[config.mk]
export PLATFORM = sky130hd
export DESIGN_NAME = double_ended_queue
export DESIGN_NICKNAME = d
export VERILOG_FILES = /design/src/design/deq_pkg.sv /design/src/design/double_ended_queue.sv /design/src/design/deq_ram.sv
export SDC_FILE = /design/constraint.sdc
export NUM_CORES = 1
export LEC_CHECK = 0
export BUFFER_PORTS_ARGS = -buffer_cell sky130_fd_sc_hd__buf_2
export CORE_UTILIZATION = 40
export CTS_CLUSTER_DIAMETER = 60
export CTS_CLUSTER_SIZE = 30
export DETAILED_ROUTE_END_ITERATION = 8
export PLACE_DENSITY_LB_ADDON = 0.1
export RECOVER_POWER = 50
export SKIP_LAST_GASP = 1
export SYNTH_ARGS = -nofsm -noshare
export SYNTH_HDL_FRONTEND = slang
export SYNTH_HIERARCHICAL = 1
export SYNTH_SLANG_ARGS = --single-unit
[constraint.sdc]
create_clock -name clk -period 4.3 [get_ports clk]
set_input_delay 0.43 -clock clk [delete_from_list [all_inputs] [get_ports clk]]
set_output_delay 0.43 -clock clk [all_outputs]
set_load 0.05 [all_outputs]
[src/design/deq_pkg.sv]
`timescale 1ns / 1ps
`default_nettype none
package deq_pkg;

	// Widths of the result fields
	localparam int unsigned OUT_BITS   = 32;
	localparam int unsigned COUNT_BITS = 5;

	// Action codes carried by each input beat; unused codes act as none
	typedef enum logic [2:0] {
		ACT_PUSH_FRONT = 3'd0,
		ACT_PUSH_REAR  = 3'd1,
		ACT_POP_FRONT  = 3'd2,
		ACT_POP_REAR   = 3'd3,
		ACT_CLEAR      = 3'd4,
		ACT_NONE       = 3'd5
	} action_t;

	// Sequencer states
	typedef enum logic [1:0] {
		ST_IDLE,
		ST_READ,
		ST_LOAD
	} state_t;

endpackage
`default_nettype wire

[src/design/double_ended_queue.sv]
// Bounded double-ended queue of DEPTH words held in a ring store. Each input beat carries one
// action (push front, push rear, pop front, pop rear, clear or none; codes 6 and 7 act as none)
// and yields exactly one result beat: front and rear words (-1 when empty, sign-extended from
// WORD_BITS), the count, and empty, underflow and overflow flags. A push into a full queue is
// dropped and flagged, a pop from an empty one changes nothing and is flagged. Each item passes
// through the sequencer states in turn: on acceptance in IDLE the action updates the pointers and
// writes the store, READ reads the front and rear entries from the registered word store, and LOAD
// loads the result register once the output is free. A new beat is taken while the previous result
// still waits at the output. No clearing pass follows reset: only occupied entries are ever shown.
`timescale 1ns / 1ps
`default_nettype none
module double_ended_queue #(
	parameter int unsigned DEPTH     = 16,
	parameter int unsigned WORD_BITS = 32
) (
	input  wire logic                                 clk,
	input  wire logic                                 arst_n,
	input  wire logic                                 in_valid,
	output logic                                      in_ready,
	input  wire logic [2:0]                           action,
	input  wire logic signed [deq_pkg::OUT_BITS-1:0]  value,
	output logic                                      out_valid,
	input  wire logic                                 out_ready,
	output logic signed [deq_pkg::OUT_BITS-1:0]       front_value,
	output logic signed [deq_pkg::OUT_BITS-1:0]       rear_value,
	output logic [deq_pkg::COUNT_BITS-1:0]            count,
	output logic                                      empty_res,
	output logic                                      underflow,
	output logic                                      overflow
);

	localparam int unsigned PTR_BITS = $clog2(DEPTH);
	localparam int unsigned OCC_BITS = $clog2(DEPTH + 1);
	localparam logic [PTR_BITS-1:0] PTR_LAST = PTR_BITS'(DEPTH - 1);
	localparam logic [OCC_BITS-1:0] OCC_FULL = OCC_BITS'(DEPTH);

	deq_pkg::state_t state_q, state_d;

	logic [PTR_BITS-1:0] front_q, rear_q;
	logic [OCC_BITS-1:0] occ_q;
	logic                under_q, over_q;

	logic [PTR_BITS-1:0] front_d, rear_d, wr_addr, rear_last;
	logic [OCC_BITS-1:0] occ_d;
	logic                under_d, over_d, wr_en;
	logic                accept, rd_en, out_load;
	logic                is_full, is_empty;

	logic [WORD_BITS-1:0] wr_data, rd_front, rd_rear;
	logic [63:0]          front_ext, rear_ext;

	// Pointer step helpers with wrap at DEPTH
	function automatic logic [PTR_BITS-1:0] ptr_inc(input logic [PTR_BITS-1:0] p);
		return (p == PTR_LAST) ? '0 : p + 1'b1;
	endfunction

	function automatic logic [PTR_BITS-1:0] ptr_dec(input logic [PTR_BITS-1:0] p);
		return (p == '0) ? PTR_LAST : p - 1'b1;
	endfunction

	assign accept    = in_valid & in_ready;
	assign is_full   = (occ_q == OCC_FULL);
	assign is_empty  = (occ_q == '0);
	assign wr_data   = WORD_BITS'(value);
	assign rear_last = ptr_dec(rear_q);

	// Decode the action into new pointers, count, store write and flags
	always_comb begin
		front_d = front_q;
		rear_d  = rear_q;
		occ_d   = occ_q;
		wr_en   = 1'b0;
		wr_addr = rear_q;
		under_d = 1'b0;
		over_d  = 1'b0;
		unique case (deq_pkg::action_t'(action))
			deq_pkg::ACT_PUSH_FRONT: begin
				if (is_full) begin
					over_d = 1'b1;
				end else begin
					front_d = ptr_dec(front_q);
					wr_addr = ptr_dec(front_q);
					wr_en   = accept;
					occ_d   = occ_q + 1'b1;
				end
			end
			deq_pkg::ACT_PUSH_REAR: begin
				if (is_full) begin
					over_d = 1'b1;
				end else begin
					wr_en  = accept;
					rear_d = ptr_inc(rear_q);
					occ_d  = occ_q + 1'b1;
				end
			end
			deq_pkg::ACT_POP_FRONT: begin
				if (is_empty) begin
					under_d = 1'b1;
				end else begin
					front_d = ptr_inc(front_q);
					occ_d   = occ_q - 1'b1;
				end
			end
			deq_pkg::ACT_POP_REAR: begin
				if (is_empty) begin
					under_d = 1'b1;
				end else begin
					rear_d = rear_last;
					occ_d  = occ_q - 1'b1;
				end
			end
			deq_pkg::ACT_CLEAR: begin
				front_d = '0;
				rear_d  = '0;
				occ_d   = '0;
			end
			default: begin
			end
		endcase
	end

	// Advance the sequencer
	always_comb begin
		state_d  = state_q;
		in_ready = 1'b0;
		rd_en    = 1'b0;
		out_load = 1'b0;
		unique case (state_q)
			deq_pkg::ST_IDLE: begin
				in_ready = 1'b1;
				if (in_valid) begin
					state_d = deq_pkg::ST_READ;
				end
			end
			deq_pkg::ST_READ: begin
				rd_en   = 1'b1;
				state_d = deq_pkg::ST_LOAD;
			end
			deq_pkg::ST_LOAD: begin
				if (!out_valid || out_ready) begin
					out_load = 1'b1;
					state_d  = deq_pkg::ST_IDLE;
				end
			end
			default: begin
				state_d = deq_pkg::ST_IDLE;
			end
		endcase
	end

	always_ff @(posedge clk or negedge arst_n) begin
		if (!arst_n) begin
			state_q <= deq_pkg::ST_IDLE;
		end else begin
			state_q <= state_d;
		end
	end

	// Hold pointers and count; update them on an accepted beat
	always_ff @(posedge clk or negedge arst_n) begin
		if (!arst_n) begin
			front_q <= '0;
			rear_q  <= '0;
			occ_q   <= '0;
		end else if (accept) begin
			front_q <= front_d;
			rear_q  <= rear_d;
			occ_q   <= occ_d;
		end
	end

	// Hold the flags of the beat in flight
	always_ff @(posedge clk) begin
		if (accept) begin
			under_q <= under_d;
			over_q  <= over_d;
		end
	end

	deq_ram #(
		.DEPTH     (DEPTH),
		.WORD_BITS (WORD_BITS)
	) u_ram (
		.clk       (clk),
		.wr_en     (wr_en),
		.wr_addr   (wr_addr),
		.wr_data   (wr_data),
		.rd_en     (rd_en),
		.rd_addr_a (front_q),
		.rd_addr_b (rear_last),
		.rd_data_a (rd_front),
		.rd_data_b (rd_rear)
	);

	// Sign-extend stored words to the result width
	assign front_ext = 64'($signed(rd_front));
	assign rear_ext  = 64'($signed(rd_rear));

	// Output valid: set on load, drop when the beat is taken
	always_ff @(posedge clk or negedge arst_n) begin
		if (!arst_n) begin
			out_valid <= 1'b0;
		end else if (out_load) begin
			out_valid <= 1'b1;
		end else if (out_ready) begin
			out_valid <= 1'b0;
		end
	end

	// Load the result beat
	always_ff @(posedge clk) begin
		if (out_load) begin
			front_value <= is_empty ? '1 : front_ext[deq_pkg::OUT_BITS-1:0];
			rear_value  <= is_empty ? '1 : rear_ext[deq_pkg::OUT_BITS-1:0];
			count       <= deq_pkg::COUNT_BITS'(occ_q);
			empty_res   <= is_empty;
			underflow   <= under_q;
			overflow    <= over_q;
		end
	end

	// Ring consistency: rear sits count places past front, modulo DEPTH
	logic [OCC_BITS:0] ptr_sum;
	logic [OCC_BITS:0] ptr_wrap;
	assign ptr_sum  = (OCC_BITS + 1)'(front_q) + (OCC_BITS + 1)'(occ_q);
	assign ptr_wrap = (ptr_sum >= (OCC_BITS + 1)'(DEPTH)) ? ptr_sum - (OCC_BITS + 1)'(DEPTH)
		: ptr_sum;

	a_occ_bound: assert property (@(posedge clk) disable iff (!arst_n)
		occ_q <= OCC_FULL)
		else $error("occupancy beyond depth");

	a_ring_consistent: assert property (@(posedge clk) disable iff (!arst_n)
		ptr_wrap == (OCC_BITS + 1)'(rear_q))
		else $error("rear pointer out of step with front and count");

	a_load_from_read: assert property (@(posedge clk) disable iff (!arst_n)
		out_load |-> $past(state_q == deq_pkg::ST_READ) || $past(state_q == deq_pkg::ST_LOAD))
		else $error("result loaded without a store read");

	a_flags_exclusive: assert property (@(posedge clk) disable iff (!arst_n)
		out_valid |-> !(underflow && overflow))
		else $error("underflow and overflow raised together");

endmodule
`default_nettype wire

[src/design/deq_ram.sv]
`timescale 1ns / 1ps
`default_nettype none
module deq_ram #(
	parameter int unsigned DEPTH     = 16,
	parameter int unsigned WORD_BITS = 32,
	localparam int unsigned PTR_BITS = $clog2(DEPTH)
) (
	input  wire logic                 clk,
	input  wire logic                 wr_en,
	input  wire logic [PTR_BITS-1:0]  wr_addr,
	input  wire logic [WORD_BITS-1:0] wr_data,
	input  wire logic                 rd_en,
	input  wire logic [PTR_BITS-1:0]  rd_addr_a,
	input  wire logic [PTR_BITS-1:0]  rd_addr_b,
	output logic      [WORD_BITS-1:0] rd_data_a,
	output logic      [WORD_BITS-1:0] rd_data_b
);

	logic [WORD_BITS-1:0] mem [DEPTH];

	// Write one word per cycle
	always_ff @(posedge clk) begin
		if (wr_en) begin
			mem[wr_addr] <= wr_data;
		end
	end

	// Read two words with registered data; hold the data between reads
	always_ff @(posedge clk) begin
		if (rd_en) begin
			rd_data_a <= mem[rd_addr_a];
			rd_data_b <= mem[rd_addr_b];
		end
	end

endmodule
`default_nettype wire

==> results of run 1 <==
==> cell usage in the layout, fill, tap and decap left out, types with 17 or more instances in the layout <==
cell / netlist / layout
edfxtp_1: 650 / 650
mux4_2: 256 / 256
a22oi_1: 128 / 128
clkbuf_1: 43 / 111
nand2_1: 76 / 76
or2_2: 61 / 61
buf_4: 21 / 56
clkbuf_16: 0 / 47
a21oi_1: 18 / 18
nor2_1: 31 / 17
==> path summary, 6_finish.rpt <==
check                                 endpoint  slack (ps)  depth (start not counted)
setup / recovery           u_ram/rd_data_b[15]         520                          2
hold / removal                      state_q[0]         120                          3
setup reg to reg           u_ram/rd_data_b[15]         520                          2
hold reg to reg                      underflow         430                          0
max in group asynchronous           front_q[1]        3000                          2
min in group asynchronous           front_q[2]         540                          2
==> cell type report <==
cell class,count,share of cell area
Timing Repair Buffer,176,0.0303
Sequential cell,666,0.615
Multi-Input combinational cell,677,0.265
Tap cell,950,0.0367
Clock inverter,36,0.0150
Clock buffer,50,0.0366
Inverter,11,0.00135
==> state kept, by name, summed over array words and instances (netlist names), 2 cells and up <==
signal,cells
u_ram/mem,512
rear_q,4
count,5
u_ram/rd_data_a,32
occ_q,5
front_q,4
u_ram/rd_data_b,32
front_value,32
state_q,2
rear_value,32
==> cell families after synthesis <==
group | after synthesis | share of synthesized area
and+or+nand+nor | 216 | 0.0377
DFF | 666 | 0.690
adders and majority gates | 10 | 0.00459
AOI/OAI and AO/OA | 187 | 0.0469
xor gates and xnor gates | 4 | 0.00121
muxes | 260 | 0.201
buffers and inverters | 111 | 0.0182
==> per-stage QoR <==
step / hold WS [ps] / setup slack, ps / power [mW] / utilization / area, sq um
finish: 124 / 520 / 22.3 / 0.453 / 32400
global route: 150 / 182 / 23.4 / 0.453 / 32400
CTS: 118 / 586 / 22.7 / 0.456 / 32600
detailed placement: 395 / 582 / 17.7 / 0.432 / 30900
global placement: 393 / 610 / 17.7 / 0.432 / 30900
floorplan: 134 / 232 / 14.9 / - / 28900
==> per-layer routing <==
| layer | part of all wire | wire length [um] | vias to the layer above | GRT usage |
|---|---|---|---|---|
| li1 | - | - | 6386 | - |
| met4 | 0.019 | 1340 | 2 | 0.0415 |
| met1 | 0.44 | 31700 | 8138 | 0.283 |
| met3 | 0.051 | 3670 | 93 | 0.0288 |
| met5 | 0.00014 | 10 | - | 0 |
| met2 | 0.49 | 35400 | 404 | 0.330 |
==> critical path: cells and delay by family (launching register included) <==
family	cells	cell delay [ps]
buffers and inverters	1	670
AND/OR/NAND/NOR	1	2350
flip-flops	1	400
==> power breakdown <==
part           switching, mW  internal, mW
registers              0.281          8.12
clock network           2.46          2.44
logic                   5.28          3.72
total                   8.02          14.3
==> out/metrics.yaml, run 1 <==
sta:
  hold_viol: 0
  tightest_slew_ps: 3200
  period_share: 0.879
  skew_ps: 33.1
  max_freq_mhz: 265
  rsz0062_at_grt: "no"
  maxSlewHeadroom: -1.13
  setup_tns_ps: 0
  finalMaxSlewViolations: 111
  setup_viol: 0
  final.min_clock_period_ps: 3780
logic_synthesis:
  yosysMostFrequentCell: "edfxtp_1"
  synth_edf_count: 650
  synthArstFlopShare: 0.0240
  synth_common_cells: "edfxtp_1, mux4_2, a22oi_1"
  synth_cells: 1454
  yosys_warnings: 6
  seq_area_frac_synth: 0.690
  synthTopCellsByArea: "edfxtp_1, mux4_2, a22oi_1"
  synth_top_area_frac: 0.676
  syn-num-nets: 1503
  netlist_area_sq_mm: 0.0289
  ys_seq_elements: 666
  synth_top_cell_by_area: "edfxtp_1"
  synth.avg_cell_area_sq_um: 19.9
  ys_types: 57
  ys.flop_type: "edfxtp_1"
cells_and_area:
  fin_nets: 1628
  antenna_cells: 0
  drive_above_1_share: 0.311
  multi_input_area_sq_mm: 0.00860
  nFillCells: 6142
  area_delta_synth_final_pct: 12.3
  layoutNonFillerInstCount: 2566
  regArea_sq_mm: 0.0199
status:
  status: "complete, but fails checks"
  violations: "max-capacitance violations, max-slew violations"
detailed_routing:
  drtIter0Drc: 1345
  drt_wl_total_mm: 72.2
  routedWlPerCell_um: 28.1
  viasPerCell: 5.85
  vias: 15000
  first_pass_iters: 6
  drc: 0
  drtAntennaViolNets: 0
global_routing:
  grt_pass1_vias: 15800
  track_usage: 0.200
  gr-total-overflow: 0
  grt_pass1_wl_mm: 107
  grt_max_degree: 73
  antenna_found_initial: 3
cts:
  cts-resized-gates: 0
  path_clk_slew_ps: 80
  cts_post_setup_buffers_inserted: 0
  clock_latency_ps: 610
  postCtsHoldBufs: 1
  cts_buffer_depth: 3
  cts_tree: "yes"
  cts_buffers: 47
  htreeDepth: 2
  clock_sinks: 666
  clock-root-buffer: "clkbuf_16"
setup_path:
  critPathKind: "flip-flop to flip-flop"
  critPathSlowestCell: "nor2b_1"
  arrival_ps: 4040
  cp-startpoint: "state_q[1]"
  r2r_start: "state_q[1]"
  slowest_delay_ps: 2350
  crit_fanout: 28
  required_ps: 4560
  worstSetupStartpointType: "flip-flop"
  cp_cell_sequence: "nor2b_1 -> buf_4"
  critPathCaptureType: "flip-flop"
floorplanning:
  die_area_sq_mm: 0.0733
  dieWidth_um: 271
  core_sq_mm: 0.0715
  fp.dieH_um: 271
  start_util: 0.404
  io_pins: 113
  num_rows: 98
power:
  p_per_area_mw_per_mm2: 688
  p_leak_nw: 10.3
  vdd_drop_max_mv: 0.410
place:
  hpwl_mm: 42.7
  numPortBuffers: 112
  placedCellCount: 2479
  place.gp.congestion: 0.766
job:
  maxCapViolCount: 3
worst_hold_path:
  hp-start: "in_valid"
  hold_class: "input pin to flip-flop"
No activity file was read; power rests on OpenSTA's default activity.
==> inputs of run 2 (changes only) <==
- CORE_MARGIN: not set -> 5
==> run 2 against run 1 <==
Cell count about the same. Die area increased by 6.0%. Clock power increased by 2%. Combinational power increased by 0.8%. Global-route usage decreased by 1.8 points. Sequential cell count unchanged. The flow still finishes with violations (max-capacitance violations, max-slew violations). Worst hold slack improved by 16 ps. Critical path depth increased by 4. Clock skew increased by 5.7 ps. Utilization increased by 0.29 points.
==> out/metrics.yaml, run 2 (same netlist as run 1, synthesis figures left out) <==
global_routing:
  antenna_found_initial: 0  # -3
  grt_pass1_wl_mm: 106  # -1.4%
  gr-total-overflow: 0  # unchanged
  grt_pass1_vias: 15500  # -2.1%
  grt_max_degree: 66  # -9.6%
  track_usage: 0.182  # -0.0178
setup_path:
  cp_top_family: "simple AND/OR/NAND/NOR gates"
  crit_buf_inv: 1  # unchanged
  cp_cell_sequence: "nor4_2 -> a2111oi_2 -> o21ai_1 -> nand2_1 -> nor2_4 -> buf_4"
  arrival_ps: 3890  # -150 ps
  critPathSlowestCell: "o21ai_1"
  reg2reg_slack_ps: 660  # +140 ps
  slowest_delay_ps: 840  # -1510 ps
  crit_fanout: 20  # -29%
  critPathKind: "flip-flop to flip-flop"
  required_ps: 4550  # about the same
  critPathCaptureType: "flip-flop"
  worstSetupStartpointType: "flip-flop"
floorplanning:
  start_util: 0.404  # unchanged
  num_rows: 98  # unchanged
  io_pins: 113  # unchanged
  dieWidth_um: 279  # +3.0%
  die_area_sq_mm: 0.0776  # +6.0%
  fp.dieH_um: 279  # +3.0%
  core_sq_mm: 0.0715  # unchanged
detailed_routing:
  highest_layer: "met4"
  met1_length_mm: 30.1  # -5.0%
  drtIter0Drc: 1159  # -14%
  drc: 0  # unchanged
  first_pass_iters: 5  # -1
  viasPerCell: 5.81  # -0.81%
  drt_wl_total_mm: 71.4  # -1.0%
  drtAntennaViolNets: 0  # unchanged
  met3WireLength_mm: 3.77  # +2.8%
  routedWlPerCell_um: 27.8  # -1.1%
  wl_met2_mm: 35.9  # +1.4%
  vias: 14900  # -0.77%
sta:
  holdWs_ps: 141  # +16.2 ps
  tightest_slew_ps: 2250  # -942 ps
  maxSlewHeadroom: -0.503  # +0.632
  final.min_clock_period_ps: 3640  # -138 ps
  finalMaxSlewViolations: 140  # +26%
  period_share: 0.847  # -0.0320
  setup_viol: 0  # unchanged
  max_freq_mhz: 275  # +3.8%
  hold_viol: 0  # unchanged
  skew_ps: 38.8  # +5.65 ps
  setup_tns_ps: 0  # unchanged
  rsz0062_at_grt: "no"
cts:
  cts_buffer_depth: 3  # unchanged
  clock-root-buffer: "clkbuf_16"
  cts_buffers: 49  # +4.3%
  clock_sinks: 666  # unchanged
  clock_latency_ps: 620  # about the same
  cts_tree: "yes"
  htreeDepth: 2  # unchanged
  cts_post_setup_buffers_inserted: 0  # unchanged
  path_clk_slew_ps: 80  # about the same
cells_and_area:
  largest_reg_flops: 512  # unchanged
  nFillCells: 6063  # -1.3%
  design_area_sq_mm: 0.0326  # +0.64%
  fin_nets: 1626  # -0.12%
  final_common_cell: "edfxtp_1"
  area_delta_synth_final_pct: 13.0
  final_cell_mix: "edfxtp_1, mux4_2, a22oi_1, nand2_1, clkbuf_1"
  largest-register: "u_ram/mem"
  drive_above_1_share: 0.339  # +0.0285
job:
  maxCapViolCount: 3  # unchanged
place:
  place.gp.congestion: 0.752  # -1.8%
  hpwl_mm: 43.0  # +0.75%
  numPortBuffers: 112  # unchanged
  place_area_sq_mm: 0.0310  # +0.19%
power:
  p_per_area_mw_per_mm2: 690  # +0.20%
  p_total_mw: 22.5  # +0.84%
  vdd_drop_max_mv: 0.440  # +7.2%
  p_leak_nw: 10.4  # +1.5%
worst_hold_path:
  hold_class: "input pin to flip-flop"
status:
  violations: "max-capacitance violations, max-slew violations"
  status: "complete, but fails checks"
-- run 2: changes by cell type in the layout (fill, tap and decap cells not counted), moves of 2 or more --
cell	before	now
buf_2	4	52
clkbuf_1	111	65
buf_4	56	44
buf_12	6	12
clkinv_8	3	8
clkinv_1	0	3
clkbuf_16	47	49
clkinv_2	2	0
clkinv_4	5	3
clkinvlp_4	4	2
inv_8	5	7
-- run 2: final cells by class --
| cell class | instances | area (sq um) | area share |
|---|---|---|---|
| diodes | 1 | 2.50 | 0.0000767 |
| clock buffers | 52 | 1240 | 0.0379 |
| clock inverters | 38 | 508 | 0.0156 |
| inverters | 11 | 43.8 | 0.00134 |
| multi-input cells | 677 | 8640 | 0.265 |
| flip-flops and latches | 666 | 19900 | 0.611 |
| well taps | 950 | 1190 | 0.0364 |
| repair buffers | 172 | 1080 | 0.0331 |
-- run 2: layer usage --
metal / global-route usage / vias to the layer above
met5: 0 / -
met1: 0.252 / 8005
met2: 0.309 / 413
li1: - / 6393
met4: 0.0421 / 0
met3: 0.0273 / 96
-- run 2: path summary, 6_finish.rpt --
check,depth (start not counted),endpoint,start
setup reg to reg,6,u_ram/mem[15][12],occ_q[0]
hold / removal,3,out_valid,out_ready
setup / recovery,6,u_ram/mem[15][12],occ_q[0]
min in group asynchronous,2,occ_q[2],arst_n
hold reg to reg,0,underflow,under_q
max in group asynchronous,2,front_q[1],arst_n
-- run 2: metrics by stage --
| stage | cells | setup slack [ps] | utilization |
|---|---|---|---|
| after floorplan | 1454 | 232 | - |
| after global placement | 2475 | 654 | 0.433 |
| after detailed placement | 2475 | 640 | 0.433 |
| after CTS | 2566 | 620 | 0.458 |
| after global routing | 2566 | 411 | 0.456 |
| final | 2567 | 657 | 0.456 |
-- run 2: timing repair --
| item | in CTS | in global routing |
|---|---|---|
| hold buffers | 1 | 0 |
| endpoints found under the hold margin | 16 | 0 |
| resized for setup | 0 | 0 |
-- run 2: worst register-to-register path, stage by stage (launching register included) --
cell and delay, ps:
dfrtp_1 470, nor4_2 600, a2111oi_2 270, o21ai_1 840
nand2_1 480, nor2_4 210, buf_4 400
-- run 2: power by group --
group	leakage (nW)	switching, mW	internal, mW
clock network	0.840	2.52	2.49
logic	3.51	5.32	3.75
registers	6.08	0.305	8.13
